`src/rtl/bdqe_pkg.sv`:
```
`timescale 1ns / 1ps

package bdqe_pkg;

  localparam int HistoryDepthDefault = 4;

  localparam logic [3:0] STEPS_PER_DETENT_RESET = 4'd4;

  localparam logic [2:0] EV_NONE          = 3'd0;
  localparam logic [2:0] EV_POWER_PRESS   = 3'd1;
  localparam logic [2:0] EV_POWER_RELEASE = 3'd2;
  localparam logic [2:0] EV_SELECT        = 3'd3;
  localparam logic [2:0] EV_VOL_UP        = 3'd4;
  localparam logic [2:0] EV_VOL_DOWN      = 3'd5;
  localparam logic [2:0] EV_CCW           = 3'd6;
  localparam logic [2:0] EV_CW            = 3'd7;

  localparam logic [1:0] PHASE_RESET = 2'b11;

  typedef struct packed {
    logic press;
    logic release_ev;
  } deb_event_t;

  // Gray phase pair to its place on the counter-clockwise cycle 00, 01, 11, 10.
  function automatic logic [1:0] phase_position(input logic [1:0] ph);
    logic [1:0] pos;
    begin
      case (ph)
        2'b00:   pos = 2'd0;
        2'b01:   pos = 2'd1;
        2'b11:   pos = 2'd2;
        2'b10:   pos = 2'd3;
        default: pos = 2'd0;
      endcase
      return pos;
    end
  endfunction

endpackage

```
`src/rtl/bdqe_debounce.sv`:
```
`timescale 1ns / 1ps

module bdqe_debounce #(
  parameter int HISTORY_DEPTH = bdqe_pkg::HistoryDepthDefault
) (
  input  logic                  clk,
  input  logic                  rst,
  input  logic                  sample_en,
  input  logic                  sample,
  output bdqe_pkg::deb_event_t  ev
);
  import bdqe_pkg::*;

  logic [HISTORY_DEPTH-1:0] hist;
  logic [HISTORY_DEPTH-1:0] hist_next;
  logic                     level;

  assign hist_next = {hist[HISTORY_DEPTH-2:0], sample};

  // The level is 1 while released; a full run of one value flips it once.
  assign ev.press      = (hist_next == '0) && level;
  assign ev.release_ev = (hist_next == '1) && !level;

  always_ff @(posedge clk) begin
    if (rst) begin
      hist  <= '1;
      level <= 1'b1;
    end else if (sample_en) begin
      hist <= hist_next;
      if (ev.press) begin
        level <= 1'b0;
      end else if (ev.release_ev) begin
        level <= 1'b1;
      end
    end
  end

endmodule

```
`src/rtl/button_debounce_and_quadrature_events.sv`:
```
`timescale 1ns / 1ps

// Each accepted input beat is one sample tick of four active-low buttons and
// the two encoder phases, and it yields exactly one output beat carrying an
// event code (zero when nothing happened). A button reports a press once its
// last HISTORY_DEPTH samples are all low; only the power button also reports
// a release, once its samples are all high again. Single quadrature steps move
// a signed counter, and reaching plus or minus steps_per_detent clears it and
// reports a rotation; double jumps only update the stored phase. The very
// first tick after reset only loads the phase. Rotation wins over volume
// down, volume up, select and power when several happen on one tick. An input
// beat is taken every clock cycle while the output register is empty or being
// drained; the result is registered and appears in the cycle after its input
// beat. steps_per_detent may be written only while no beat is in flight.
module button_debounce_and_quadrature_events #(
  parameter int HISTORY_DEPTH = bdqe_pkg::HistoryDepthDefault
) (
  input  logic       clk,
  input  logic       rst,
  input  logic       cfg_write,
  input  logic [3:0] cfg_data,
  input  logic       in_valid,
  output logic       in_stall,
  input  logic       power_button_n,
  input  logic       select_button_n,
  input  logic       vol_up_button_n,
  input  logic       vol_down_button_n,
  input  logic       phase_a,
  input  logic       phase_b,
  output logic       out_valid,
  input  logic       out_stall,
  output logic [2:0] event_code
);
  import bdqe_pkg::*;

  logic              accept;
  logic [3:0]        steps_per_detent;
  deb_event_t        power_ev;
  deb_event_t        select_ev;
  deb_event_t        vol_up_ev;
  deb_event_t        vol_down_ev;
  logic [1:0]        phase;
  logic [1:0]        last_phase;
  logic              phase_primed;
  logic signed [4:0] step_count;
  logic signed [4:0] step_count_next;
  logic signed [5:0] count_inc;
  logic signed [5:0] count_dec;
  logic signed [5:0] spd_pos;
  logic signed [5:0] spd_neg;
  logic [1:0]        delta;
  logic              ccw_hit;
  logic              cw_hit;
  logic [2:0]        event_next;

  assign in_stall = out_valid && out_stall;
  assign accept   = in_valid && !in_stall;

  always_ff @(posedge clk) begin
    if (rst) begin
      steps_per_detent <= STEPS_PER_DETENT_RESET;
    end else if (cfg_write) begin
      steps_per_detent <= cfg_data;
    end
  end

  bdqe_debounce #(.HISTORY_DEPTH(HISTORY_DEPTH)) u_power (
    .clk(clk), .rst(rst), .sample_en(accept), .sample(power_button_n), .ev(power_ev)
  );
  bdqe_debounce #(.HISTORY_DEPTH(HISTORY_DEPTH)) u_select (
    .clk(clk), .rst(rst), .sample_en(accept), .sample(select_button_n), .ev(select_ev)
  );
  bdqe_debounce #(.HISTORY_DEPTH(HISTORY_DEPTH)) u_vol_up (
    .clk(clk), .rst(rst), .sample_en(accept), .sample(vol_up_button_n), .ev(vol_up_ev)
  );
  bdqe_debounce #(.HISTORY_DEPTH(HISTORY_DEPTH)) u_vol_down (
    .clk(clk), .rst(rst), .sample_en(accept), .sample(vol_down_button_n),
    .ev(vol_down_ev)
  );

  assign phase     = {phase_a, phase_b};
  assign delta     = phase_position(phase) - phase_position(last_phase);
  assign count_inc = {step_count[4], step_count} + 6'sd1;
  assign count_dec = {step_count[4], step_count} - 6'sd1;
  assign spd_pos   = $signed({2'b00, steps_per_detent});
  assign spd_neg   = -spd_pos;
  assign ccw_hit   = phase_primed && (phase != last_phase) && (delta == 2'd1) &&
                     (count_inc >= spd_pos);
  assign cw_hit    = phase_primed && (phase != last_phase) && (delta == 2'd3) &&
                     (count_dec <= spd_neg);

  always_comb begin
    step_count_next = step_count;
    if (phase_primed && (phase != last_phase)) begin
      if (delta == 2'd1) begin
        step_count_next = ccw_hit ? 5'sd0 : count_inc[4:0];
      end else if (delta == 2'd3) begin
        step_count_next = cw_hit ? 5'sd0 : count_dec[4:0];
      end
    end
  end

  always_comb begin
    if (cw_hit) begin
      event_next = EV_CW;
    end else if (ccw_hit) begin
      event_next = EV_CCW;
    end else if (vol_down_ev.press) begin
      event_next = EV_VOL_DOWN;
    end else if (vol_up_ev.press) begin
      event_next = EV_VOL_UP;
    end else if (select_ev.press) begin
      event_next = EV_SELECT;
    end else if (power_ev.press) begin
      event_next = EV_POWER_PRESS;
    end else if (power_ev.release_ev) begin
      event_next = EV_POWER_RELEASE;
    end else begin
      event_next = EV_NONE;
    end
  end

  always_ff @(posedge clk) begin
    if (rst) begin
      last_phase   <= PHASE_RESET;
      phase_primed <= 1'b0;
      step_count   <= 5'sd0;
    end else if (accept) begin
      last_phase   <= phase;
      phase_primed <= 1'b1;
      step_count   <= step_count_next;
    end
  end

  always_ff @(posedge clk) begin
    if (rst) begin
      out_valid <= 1'b0;
    end else if (accept) begin
      out_valid <= 1'b1;
    end else if (!out_stall) begin
      out_valid <= 1'b0;
    end
  end

  always_ff @(posedge clk) begin
    if (accept) begin
      event_code <= event_next;
    end
  end

endmodule
```
`config.mk`:
```
export PLATFORM = sky130hd
export DESIGN_NAME = button_debounce_and_quadrature_events
export DESIGN_NICKNAME = d
export VERILOG_FILES = /design/src/rtl/bdqe_pkg.sv /design/src/rtl/bdqe_debounce.sv /design/src/rtl/button_debounce_and_quadrature_events.sv
export SDC_FILE = /design/constraint.sdc
export NUM_CORES = 1
export LEC_CHECK = 0
export BUFFER_PORTS_ARGS = -buffer_cell sky130_fd_sc_hd__buf_2
export CAP_MARGIN = 20
export CORE_MARGIN = 2
export CORE_UTILIZATION = 45
export DETAILED_ROUTE_END_ITERATION = 6
export SLEW_MARGIN = 20
export SYNTH_ARGS = -nofsm -noshare
export SYNTH_HDL_FRONTEND = slang
export SYNTH_SLANG_ARGS = --single-unit
```
`constraint.sdc`:
```
create_clock -name clk -period 6 [get_ports clk]
set_input_delay 0.3 -clock clk [delete_from_list [all_inputs] [get_ports clk]]
set_output_delay 0.3 -clock clk [all_outputs]
set_load 0.02 [all_outputs]
```
==> summary.txt, run 1 <==
Placement
  – Weighted congestion reported at the end of routability-driven placement: slightly above 0.9
  – Post-DP HPWL: 2810 um
  – Area after DPL: 2040 um2
  – Port buffer count: 19

STA
  – Post-route clock skew: between 0.004 and 0.005 ns
  – Relative max-transition margin: around half
  – Max Slew Vio Count: 0
  – Final count of negative-setup-slack endpoints: 0
  – Actual transition at the worst max-transition pin: ~0.75 ns
  – Shortest period the worst path allows: 2.64 ns
  – Achievable Freq: around 380 MHz
  – Hold violation total from the final report: 0
  – Unrepaired setup endpoints after global routing: no
  – Sum Neg Setup Slack: 0 ns
  – Portion of the clock cycle consumed by the worst path in the final layout: approximately 44%

Drt
  – Pre-antenna DRT Iters: 4
  – Antenna viol nets, final: 0
  – Residual DRC count: 0
  – Iteration-0 DRC Markers: roughly 140
  – Final wirelength: approximately 3900 um
  – Number of vias per cell: around 5.5
  – Routed length per placed instance: between 10 and 15 um
  – Via Count: approximately 1,600

Outcome
  – Run status: finished clean

Global routing
  – M1 GR Usage: between 20% and 30%
  – Wire length of the first global-routing pass: between 6000 and 7000 um
  – Via count of the first global-routing pass: 1,489
  – GRT Overall Usage: between 10% and 20%
  – Layer carrying the most global-route usage: met2
  – Fraction of met2 tracks used by global routing: 25.1%
  – Leftover overflow at the end of global routing: 0
  – Number of antenna violations at the first check in global routing: 0
  – Pin count of the biggest net entering global routing: 25
  – Global routing usage on met3: just over 3%

Logic synthesis
  – Yosys top cell area share: 30.3%
  – Mean instance size in the synthesized netlist: around 8.4 um2
  – Cell taking the most area after synthesis: sky130_fd_sc_hd__dfxtp_1
  – FF+latch count, synth: 32
  – Distinct cells, synth: 46
  – Share of synthesized area occupied by flip-flops and latches: roughly a third
  – Synthesized area: 1920 um2
  – Post-synth ARST share: 0%
  – Syn Inst Count: between 200 and 250
  – Biggest area contributors in the synthesized netlist: sky130_fd_sc_hd__dfxtp_1, sky130_fd_sc_hd__ha_1, sky130_fd_sc_hd__nand2_1, sky130_fd_sc_hd__edfxtp_1, sky130_fd_sc_hd__inv_1
  – Synthesized netlist net count: 263
  – Commonest register cell after synthesis: sky130_fd_sc_hd__dfxtp_1
  – Count of synthesis-stage warnings from yosys: 0
  – Number of enable-type register cells in the synthesized netlist: 3

Clock tree
  – Post-CTS setup-driven buffer insertion count: 0
  – Insertion delay to the later sink of the worst-skew pair: 0.28 ns
  – TritonCTS clock tree: done
  – Number of CTS-inserted buffers: 5
  – Clock sink count: 32
  – Number of gates resized after cts: 0
  – CTS clock-pin slew for the worst setup and hold paths: about 0.07 ns
  – Clock Tree Buf Depth: 2
  – Post-CTS Hold Fix Bufs: 0
  – CTS HTree Levels: 2
  – Clock root buffer master: sky130_fd_sc_hd__clkbuf_8

Floorplan
  – Height of the chip: 69.2 um
  – Num rows: 23
  – Effective utilization at floorplan: between 40% and 50%
  – IO Count: 20
  – Placeable core region: 4060 um2
  – Width of the die: approximately 69 um
  – Total die area: between 4000 and 5000 um2

Job
  – Maxcap violations: 0

Cells and area
  – Antenna cell count: 0
  – Share of final-layout standard cells stronger than drive strength 1: 12.9%
  – Final Net Count: 281
  – Area overhead of the layout relative to synthesis: 12.1%
  – Most frequent cells in the layout: sky130_fd_sc_hd__nand2_1, sky130_fd_sc_hd__dfxtp_1, sky130_fd_sc_hd__inv_1, sky130_fd_sc_hd__ha_1, sky130_fd_sc_hd__buf_2
  – Leading cell type in the layout, fill and taps excluded: sky130_fd_sc_hd__nand2_1
  – Finished layout cell area: 2150 um2

Min path
  – Worst min-delay path class: input port to flip-flop
  – Instance count along the most critical hold path: 3

Setup path
  – Delay of the slowest cell on the worst path: around 0.44 ns
  – Critical path class: flip-flop to flip-flop
  – Worst Path Max Fanout: 7
  – Worst endpoint required time: 6.17 ns
  – Data arrival time of the worst path: between 2 and 3 ns
  – Critical path launch point type: flip-flop
  – Most frequent cell on the critical path: sky130_fd_sc_hd__ha_1
  – Cells along the critical path: inv_1 -> ha_1 -> nand3_1 -> xnor2_1 -> ha_1 -> nand4_1 -> o22ai_1 -> a31oi_1 -> or3_4 -> and2_4 -> a221o_1
  – Endpoint type of the worst setup path: flip-flop
  – Count of cells along the worst register-to-register path: 11
  – Crit path max-delay cell type: sky130_fd_sc_hd__dfxtp_1

Power
  – Worst ir drop on vdd: 0.145 mV
  – Leakage power total: between 0.0009 and 0.001 uW
  – Cell Pwr Density: about 270 nW/um2
critical path, delay by kind of cell, from the launching register on:
kind            cells  cell delay [ns]
simple gates        4             0.76
buf+inv             1             0.09
compound gates      3             0.59
flops               1             0.44
xor+xnor            1             0.09
fa+ha+maj           2             0.54
per-stage QoR:
stage	power [uW]	instances	hold slack [ns]	util [%]	worst slack [ns]
3_3_place_gp	377	290	0.450	50.3	3.47
4_1_cts	581	298	0.233	52.9	3.40
3_5_place_dp	377	290	0.469	50.3	3.43
6_report	576	298	0.241	52.9	3.36
2_1_floorplan	346	229	0.399	-	3.61
5_1_grt	611	298	0.255	52.9	3.14
final cells by class:
cell class	instances	area, um2
Fill cell	370	1910
Tap cell	50	62.6
Multi-Input combinational cell	167	1130
Sequential cell	32	671
Timing Repair Buffer	19	95.1
Inverter	22	82.6
Clock buffer	6	72.6
Clock inverter	2	35.0
power by group:
part	internal (uW)	switching [uW]
clock	123	79.5
sequential	230	13.6
combinational	56.9	73.1
total	410	166
synthesized netlist by cell type, types with 3 or more instances:
cell / instances
sky130_fd_sc_hd__xor2_1: 6
sky130_fd_sc_hd__mux2i_1: 3
sky130_fd_sc_hd__dfxtp_1: 29
sky130_fd_sc_hd__nand2_1: 34
sky130_fd_sc_hd__ha_1: 19
sky130_fd_sc_hd__xnor2_1: 4
sky130_fd_sc_hd__nor2_1: 11
sky130_fd_sc_hd__o21ai_0: 7
sky130_fd_sc_hd__a31oi_1: 4
sky130_fd_sc_hd__and3_1: 3
sky130_fd_sc_hd__edfxtp_1: 3
sky130_fd_sc_hd__clkbuf_1: 4
sky130_fd_sc_hd__a21oi_1: 11
sky130_fd_sc_hd__and3b_1: 3
sky130_fd_sc_hd__a41oi_1: 5
sky130_fd_sc_hd__nand3_1: 11
sky130_fd_sc_hd__o211ai_1: 6
sky130_fd_sc_hd__nor3_1: 7
sky130_fd_sc_hd__nor4_1: 3
sky130_fd_sc_hd__inv_1: 22
per-layer routing:
layer  wire length, um  vias to the layer above
met5                 0                        -
met4                67                        0
met3               160                        7
met2              1670                       44
met1              2050                      750
li1                  -                      842
cell families after synthesis:
logic type / Yosys count / share of synthesized area [%]
adder cells (fa/ha/maj): 19 / 12.4
multiplexers: 3 / 1.57
AO/OA/AOI/OAI: 48 / 17.1
flip-flops: 32 / 35.0
buffers and inverters: 30 / 6.01
XOR/XNOR: 11 / 5.75
AND/OR/NAND/NOR: 86 / 22.1
sequential cells by signal, indices dropped and copies added, names as in the netlist, 2 cells and up:
name	cells
steps_per_detent	4
u_vol_up.hist	3
last_phase	2
u_select.hist	3
step_count	5
u_power.hist	3
event_code	3
u_vol_down.hist	3
path summary, 6_finish.rpt:
| kind | startpoint | end | slack, ns |
|---|---|---|---|
| worst max-delay path | step_count[0] | step_count[4] | 3.36 |
| worst min-delay path | cfg_data[2] | steps_per_detent[2] | 0.24 |
| worst max register to register | step_count[0] | step_count[4] | 3.36 |
| worst min register to register | u_select.hist[0] | u_select.hist[0] | 0.47 |
(Power assumes the default switching activity.)
==> run 2, diff against run 1 <==
- ABC_AREA: unset -> 1
- PLACE_DENSITY: unset -> 0.66
- clock period: 6 -> 2.3 ns (I/O delays scaled with it)
==> summary.txt, run 2 <==
Logic synthesis
  – Cell taking the most area after synthesis: sky130_fd_sc_hd__dfxtp_1
  – Commonest cells post-synth: sky130_fd_sc_hd__nand2_1, sky130_fd_sc_hd__inv_1, sky130_fd_sc_hd__dfxtp_1
  – Post-synth ARST share: 0%
  – Yosys top cell area share: ~28%
  – Distinct cells, synth: 28
  – Syn Inst Count: around 300
  – Number of enable-type register cells in the synthesized netlist: 3
  – Share of synthesized area occupied by flip-flops and latches: around 33%
  – FF+latch count, synth: 32
  – Count of synthesis-stage warnings from yosys: 0
  – Synthesized netlist net count: approximately 330
  – Commonest register cell after synthesis: sky130_fd_sc_hd__dfxtp_1
  – Biggest area contributors in the synthesized netlist: sky130_fd_sc_hd__dfxtp_1, sky130_fd_sc_hd__nand2_1, sky130_fd_sc_hd__ha_1, sky130_fd_sc_hd__inv_1, sky130_fd_sc_hd__nand3_1
  – Dominant cell by count in the synthesized netlist: sky130_fd_sc_hd__nand2_1
  – Synthesized area: roughly 2000 um2
  – Mean instance size in the synthesized netlist: between 6 and 7 um2

Floorplan
  – Effective utilization at floorplan: a little under half
  – Width of the die: 71.4 um
  – Total die area: around 5000 um2
  – Num rows: 24
  – IO Count: 20
  – Placeable core region: 4350 um2
  – Height of the chip: between 70 and 80 um

Power
  – Seq pwr share: a little over two fifths
  – Proportion of power drawn by combinational gates: between 20 and 30%
  – Pint: between 900 and 1000 uW
  – Net Sw Power: 490 uW
  – Leakage power total: roughly 0.0012 uW
  – Cell Pwr Density: 637 nW/um2
  – Switching Fraction: between 30 and 40%
  – Fraction of power consumed by the clock network: 29.2%
  – Worst ir drop on vdd: between 0.4 and 0.5 mV

Setup path
  – Worst R2R Start: step_count[0]
  – Cells along the critical path: inv_1 -> ha_2 -> nand3_1 -> xor2_1 -> ha_1 -> nand2_2 -> nor2_2 -> nand2_1 -> nand4_1 -> nand3_2 -> nand2_4 -> nand2_1 -> inv_1 -> nand2_1
  – Critical path's top delay family: simple AND/OR/NAND/NOR gates
  – Worst Path Max Fanout: 7
  – Worst reg-to-reg setup slack: about 0.2 ns
  – Most frequent cell on the critical path: sky130_fd_sc_hd__nand2_1
  – Delay of the slowest cell on the worst path: ~0.34 ns
  – Crit path max-delay cell type: sky130_fd_sc_hd__dfxtp_2
  – Data arrival time of the worst path: around 2.2 ns
  – Endpoint type of the worst setup path: flip-flop
  – Critical path launch point type: flip-flop
  – Count of cells along the worst register-to-register path: 14
  – Count of buffering cells on the critical path with inverters included: 2
  – Critical path class: flip-flop to flip-flop
  – Worst endpoint required time: ~2.4 ns
  – Worst R2R End: event_code[2]

Global routing
  – Wire length of the first global-routing pass: slightly above 7000 um
  – Via count of the first global-routing pass: 1,658
  – GRT Overall Usage: around 17%
  – Leftover overflow at the end of global routing: 0
  – Pin count of the biggest net entering global routing: 23
  – Number of antenna violations at the first check in global routing: 0

Drt
  – Via Count: between 1,500 and 2,000
  – Routed length per placed instance: 10.5 um
  – Iteration-0 DRC Markers: 44
  – Final wirelength: 3880 um
  – Antenna viol nets, final: 0
  – Number of vias per cell: approximately 4.9
  – Residual DRC count: 0
  – Pre-antenna DRT Iters: 4

STA
  – Portion of the clock cycle consumed by the worst path in the final layout: about nine tenths
  – Worst hold margin: approximately 0.053 ns
  – Achievable Freq: approximately 480 MHz
  – Hold violation total from the final report: 0
  – Shortest period the worst path allows: about 2.1 ns
  – Actual transition at the worst max-transition pin: ~0.65 ns
  – Final count of negative-setup-slack endpoints: 0
  – Max Slew Vio Count: 0
  – Relative max-transition margin: between 50% and 60%
  – Sum Neg Setup Slack: 0 ns
  – Unrepaired setup endpoints after global routing: no
  – Post-route clock skew: 0.00686 ns

Placement
  – Weighted congestion reported at the end of routability-driven placement: ~0.87
  – Placed cell count: 360
  – Post-DP HPWL: slightly above 3000 um
  – Port buffer count: 19

Job
  – Maxcap violations: 0

Cells and area
  – Largest register FFs: 5
  – Share of final-layout standard cells stronger than drive strength 1: between 10% and 20%
  – Most frequent cells in the layout: sky130_fd_sc_hd__nand2_1, sky130_fd_sc_hd__inv_1, sky130_fd_sc_hd__dfxtp_1, sky130_fd_sc_hd__buf_2
  – Final Net Count: roughly 350
  – Filler-free cell count of the finished design: roughly 370
  – Largest registers: step_count: 5 flops, steps_per_detent: 4 flops
  – Leading cell type in the layout, fill and taps excluded: sky130_fd_sc_hd__nand2_1
  – Most flops, register: step_count
  – Antenna cell count: 0
  – Area overhead of the layout relative to synthesis: 11.6%

Outcome
  – Run status: finished clean

Clock tree
  – Clock sink count: 32
  – Number of CTS-inserted buffers: 5
  – CTS HTree Levels: 2
  – Insertion delay to the later sink of the worst-skew pair: 0.28 ns
  – Clock root buffer master: sky130_fd_sc_hd__clkbuf_8
  – TritonCTS clock tree: done
  – CTS clock-pin slew for the worst setup and hold paths: ~0.070 ns
  – Clock Tree Buf Depth: 2
  – Post-CTS setup-driven buffer insertion count: 0

Min path
  – Hold Crit Start: cfg_data[2]
  – Instance count along the most critical hold path: 3
  – Worst min-delay path class: input port to flip-flop
  – Worst-case hold path end point: steps_per_detent[2]
==> run 2: changes by cell type in the layout (fill, tap and decap cells not counted), moves of 5 or more <==
cell	change
sky130_fd_sc_hd__nand3_1	+7
sky130_fd_sc_hd__nand3_2	+5
sky130_fd_sc_hd__inv_1	+28
sky130_fd_sc_hd__nor3_1	-6
sky130_fd_sc_hd__nand2_1	+47
sky130_fd_sc_hd__a41oi_1	-5
sky130_fd_sc_hd__inv_2	+8
==> run 2: metrics by stage <==
step	total power, uW	cell area [um2]	setup slack, ns	utilization, %
2_1_floorplan	950	2040	0.224	-
3_3_place_gp	1030	2180	0.175	50.2
3_5_place_dp	1040	2180	0.112	50.2
4_1_cts	1470	2270	0.0921	52.2
5_1_grt	1560	2280	0.0120	52.4
6_report	1450	2280	0.195	52.4
==> run 2: repair_timing <==
action                                  in CTS  in global routing
resized for setup                            0                  5
hold buffers                                 0                  0
endpoints found under the setup margin       0                  5
==> run 2: metal layers <==
layer  vias up  GRT usage [%]  share of wire (%)
li1        980              -                  -
met1       774           23.5                 51
met2        33           26.9                 43
met3         8           3.80                4.7
met4         0           6.92                1.9
met5         -              0                  0
==> run 2: cell families (layout without fill, tap and decap cells) <==
| logic type | Yosys count | count (layout) | share of synthesized area (%) |
|---|---|---|---|
| buffers and inverters | 65 | 88 | 12.5 |
| XOR/XNOR | 6 | 6 | 2.57 |
| flip-flops | 32 | 32 | 32.8 |
| AND/OR/NAND/NOR | 135 | 135 | 29.9 |
| adder cells (fa/ha/maj) | 19 | 19 | 11.6 |
| AO/OA/AOI/OAI | 36 | 36 | 10.5 |
==> run 2: tightest hold or removal path, stage by stage <==
cell                      delay (ns)
sky130_fd_sc_hd__buf_2          0.07
sky130_fd_sc_hd__a21oi_1        0.05
sky130_fd_sc_hd__o21ai_0        0.06
==> run 2: how the worst max path moves through the flow <==
stage	start	to	slack, ns	depth (start not counted)
6_report	step_count[0]	event_code[2]	0.20	14
4_1_cts	step_count[0]	event_code[2]	0.09	15
3_3_place_gp	step_count[0]	event_code[1]	0.17	15
5_1_grt	step_count[0]	event_code[2]	0.01	14
2_1_floorplan	step_count[0]	event_code[1]	0.22	15
3_5_place_dp	step_count[1]	event_code[2]	0.11	15
==> run 2: area by class of cell <==
cell class | instances | area [um2]
timing repair buffer | 21 | 110
multi-input combinational | 196 | 1120
clock buffer | 5 | 68.8
tap | 52 | 65.1
clock inverter | 3 | 18.8
inverter | 59 | 221
fill | 435 | 2070
sequential | 32 | 673
==> run 2: power groups by stage <==
stage                     clock (uW)  combinational, uW  sequential [uW]
after floorplan                    0                313              637
after global placement             0                395              636
after detailed placement           0                399              636
after CTS                        440                402              624
after global routing             462                473              629
final                            423                403              625
==> run 3, diff against run 2 <==
- PLACE_DENSITY: 0.66 -> unset
- clock period: 2.3 -> 2.2 ns (I/O delays scaled with it)
==> summary.txt, run 3 (synthesized netlist as in run 2, its figures left out) <==
Setup path
  – Worst endpoint required time: around 2.2 ns
  – Count of cells along the worst register-to-register path: 15
  – Worst R2R End: event_code[2]
  – Worst R2R Start: step_count[0]
  – Cells along the critical path: inv_2 -> ha_4 -> nand3_2 -> xor2_2 -> ha_1 -> nand2_2 -> inv_1 -> nand2_1 -> nand3_1 -> nand2_1 -> nand3_2 -> nand2_4 -> nand2_1 -> inv_1 -> nand2_1
  – Count of buffering cells on the critical path with inverters included: 3
  – Critical path class: flip-flop to flip-flop
  – Most frequent cell on the critical path: sky130_fd_sc_hd__nand2_1
  – Worst reg-to-reg setup slack: roughly 0.17 ns
  – Endpoint type of the worst setup path: flip-flop
  – Delay of the slowest cell on the worst path: about 0.32 ns
  – Data arrival time of the worst path: a little over 2 ns
  – Critical path's top delay family: simple AND/OR/NAND/NOR gates
  – Crit path max-delay cell type: sky130_fd_sc_hd__dfxtp_2
  – Worst Path Max Fanout: 7
  – Critical path launch point type: flip-flop

Cells and area
  – Final Net Count: roughly 350
  – Antenna cell count: 0
  – FILL cells: 405
  – Filler-free cell count of the finished design: 372
  – Share of final-layout standard cells stronger than drive strength 1: between 20% and 30%
  – Leading cell type in the layout, fill and taps excluded: sky130_fd_sc_hd__nand2_1
  – Most frequent cells in the layout: sky130_fd_sc_hd__nand2_1, sky130_fd_sc_hd__inv_1, sky130_fd_sc_hd__dfxtp_1, sky130_fd_sc_hd__buf_2, sky130_fd_sc_hd__nand3_1
  – Most flops, register: step_count
  – Largest register FFs: 5
  – Finished layout cell area: around 2400 um2
  – Largest registers: step_count: 5 flops, steps_per_detent: 4 flops
  – Area overhead of the layout relative to synthesis: 17.8%

STA
  – Achievable Freq: a little under 500 MHz
  – Sum Neg Setup Slack: 0 ns
  – Max Slew Vio Count: 0
  – Final count of negative-setup-slack endpoints: 0
  – Worst Setup Slack, final: 0.170 ns
  – Shortest period the worst path allows: between 2 and 2.5 ns
  – Hold violation total from the final report: 0
  – Relative max-transition margin: 57.2%
  – Unrepaired setup endpoints after global routing: yes
  – Portion of the clock cycle consumed by the worst path in the final layout: 92.3%
  – Post-route clock skew: 0.00599 ns
  – Actual transition at the worst max-transition pin: approximately 0.64 ns

Job
  – Maxcap violations: 0

Placement
  – Port buffer count: 19
  – Placed cell count: roughly 360
  – Post-DP HPWL: 3230 um
  – Area after DPL: approximately 2200 um2
  – Weighted congestion reported at the end of routability-driven placement: ~0.86
  – Worst slack at placement: ~0.065 ns

Power
  – Net Sw Power: 519 uW
  – Pint: 1140 uW
  – Proportion of power drawn by combinational gates: 27.8%
  – Cell Pwr Density: approximately 700 nW/um2
  – Switching Fraction: 31.2%
  – Worst ir drop on vdd: ~0.48 mV
  – Fraction of power consumed by the clock network: 33.0%
  – Seq pwr share: between 30% and 40%
  – Leakage power total: approximately 0.0013 uW

Outcome
  – Run status: finished clean

Drt
  – Final wirelength: between 4000 and 5000 um
  – Pre-antenna DRT Iters: 4
  – Residual DRC count: 0
  – Number of vias per cell: roughly 4.8
  – Antenna viol nets, final: 0
  – Iteration-0 DRC Markers: 69
  – Via Count: roughly 1,800
  – Routed length per placed instance: between 10 and 15 um

Clock tree
  – Post-CTS Hold Fix Bufs: 0
  – Number of CTS-inserted buffers: 5
  – Clock Tree Buf Depth: 2
  – Clock sink count: 32
  – CTS HTree Levels: 2
  – TritonCTS clock tree: done
  – CTS clock-pin slew for the worst setup and hold paths: roughly 0.07 ns
  – Clock root buffer master: sky130_fd_sc_hd__clkbuf_8
  – Insertion delay to the later sink of the worst-skew pair: approximately 0.28 ns

Floorplan
  – IO Count: 20
  – Placeable core region: 4350 um2
  – Effective utilization at floorplan: a little under half
  – Width of the die: around 70 um
  – Num rows: 24
  – Total die area: about 5100 um2
  – Height of the chip: ~71 um

Min path
  – Worst min-delay path class: input port to flip-flop
  – Instance count along the most critical hold path: 2
  – Hold Crit Start: cfg_write
  – Worst-case hold path end point: steps_per_detent[2]

Global routing
  – GRT Overall Usage: roughly 18%
  – Wire length of the first global-routing pass: 7240 um
  – Pin count of the biggest net entering global routing: 23
  – Via count of the first global-routing pass: between 1,500 and 2,000
  – Leftover overflow at the end of global routing: 0
  – Number of antenna violations at the first check in global routing: 0
run 3: layer usage:
metal / vias up / part of all wire, % / global-route usage [%]
li1: 987 / - / -
met1: 775 / 51 / 25.5
met2: 33 / 44 / 26.1
met3: 4 / 4.4 / 4.22
met4: 0 / 0.76 / 5.66
met5: - / 0 / 0
run 3: cell type report:
cell class	count	area (um2)	area share, %
flip-flops and latches	32	673	28.0
well taps	52	65.1	2.70
multi-input cells	196	1200	49.8
clock buffers	6	72.6	3.01
repair buffers	25	140	5.82
inverters	59	221	9.20
clock inverters	2	35.0	1.46
run 3: how the worst max path moves through the flow:
stage                              from            end  depth (start not counted)
after CTS                 step_count[0]  event_code[2]                         15
after global placement    step_count[0]  event_code[1]                         15
after global routing      step_count[1]  event_code[2]                         15
final                     step_count[0]  event_code[2]                         15
after floorplan           step_count[0]  event_code[1]                         15
after detailed placement  step_count[0]  event_code[2]                         15
run 3: metrics by stage:
step / hold slack (ns) / util (%) / total power, uW
finish: 0.0548 / 55.3 / 1660
global route: 0.0649 / 55.3 / 1790
CTS: 0.0337 / 53.3 / 1650
detailed placement: 0.333 / 50.9 / 1090
global placement: 0.333 / 50.9 / 1090
floorplan: 0.223 / - / 994
run 3: repair_timing:
action / CTS / global route
gates resized for setup: 0 / 22
buffers inserted: 0 / 0
endpoints found under the setup margin: 0 / 8
run 3: power groups by stage:
stage / clock network (uW) / registers, uW / logic (uW)
floorplan: 0 / 666 / 328
global placement: 0 / 663 / 423
detailed placement: 0 / 663 / 428
CTS: 569 / 651 / 430
global route: 594 / 657 / 537
finish: 548 / 652 / 463
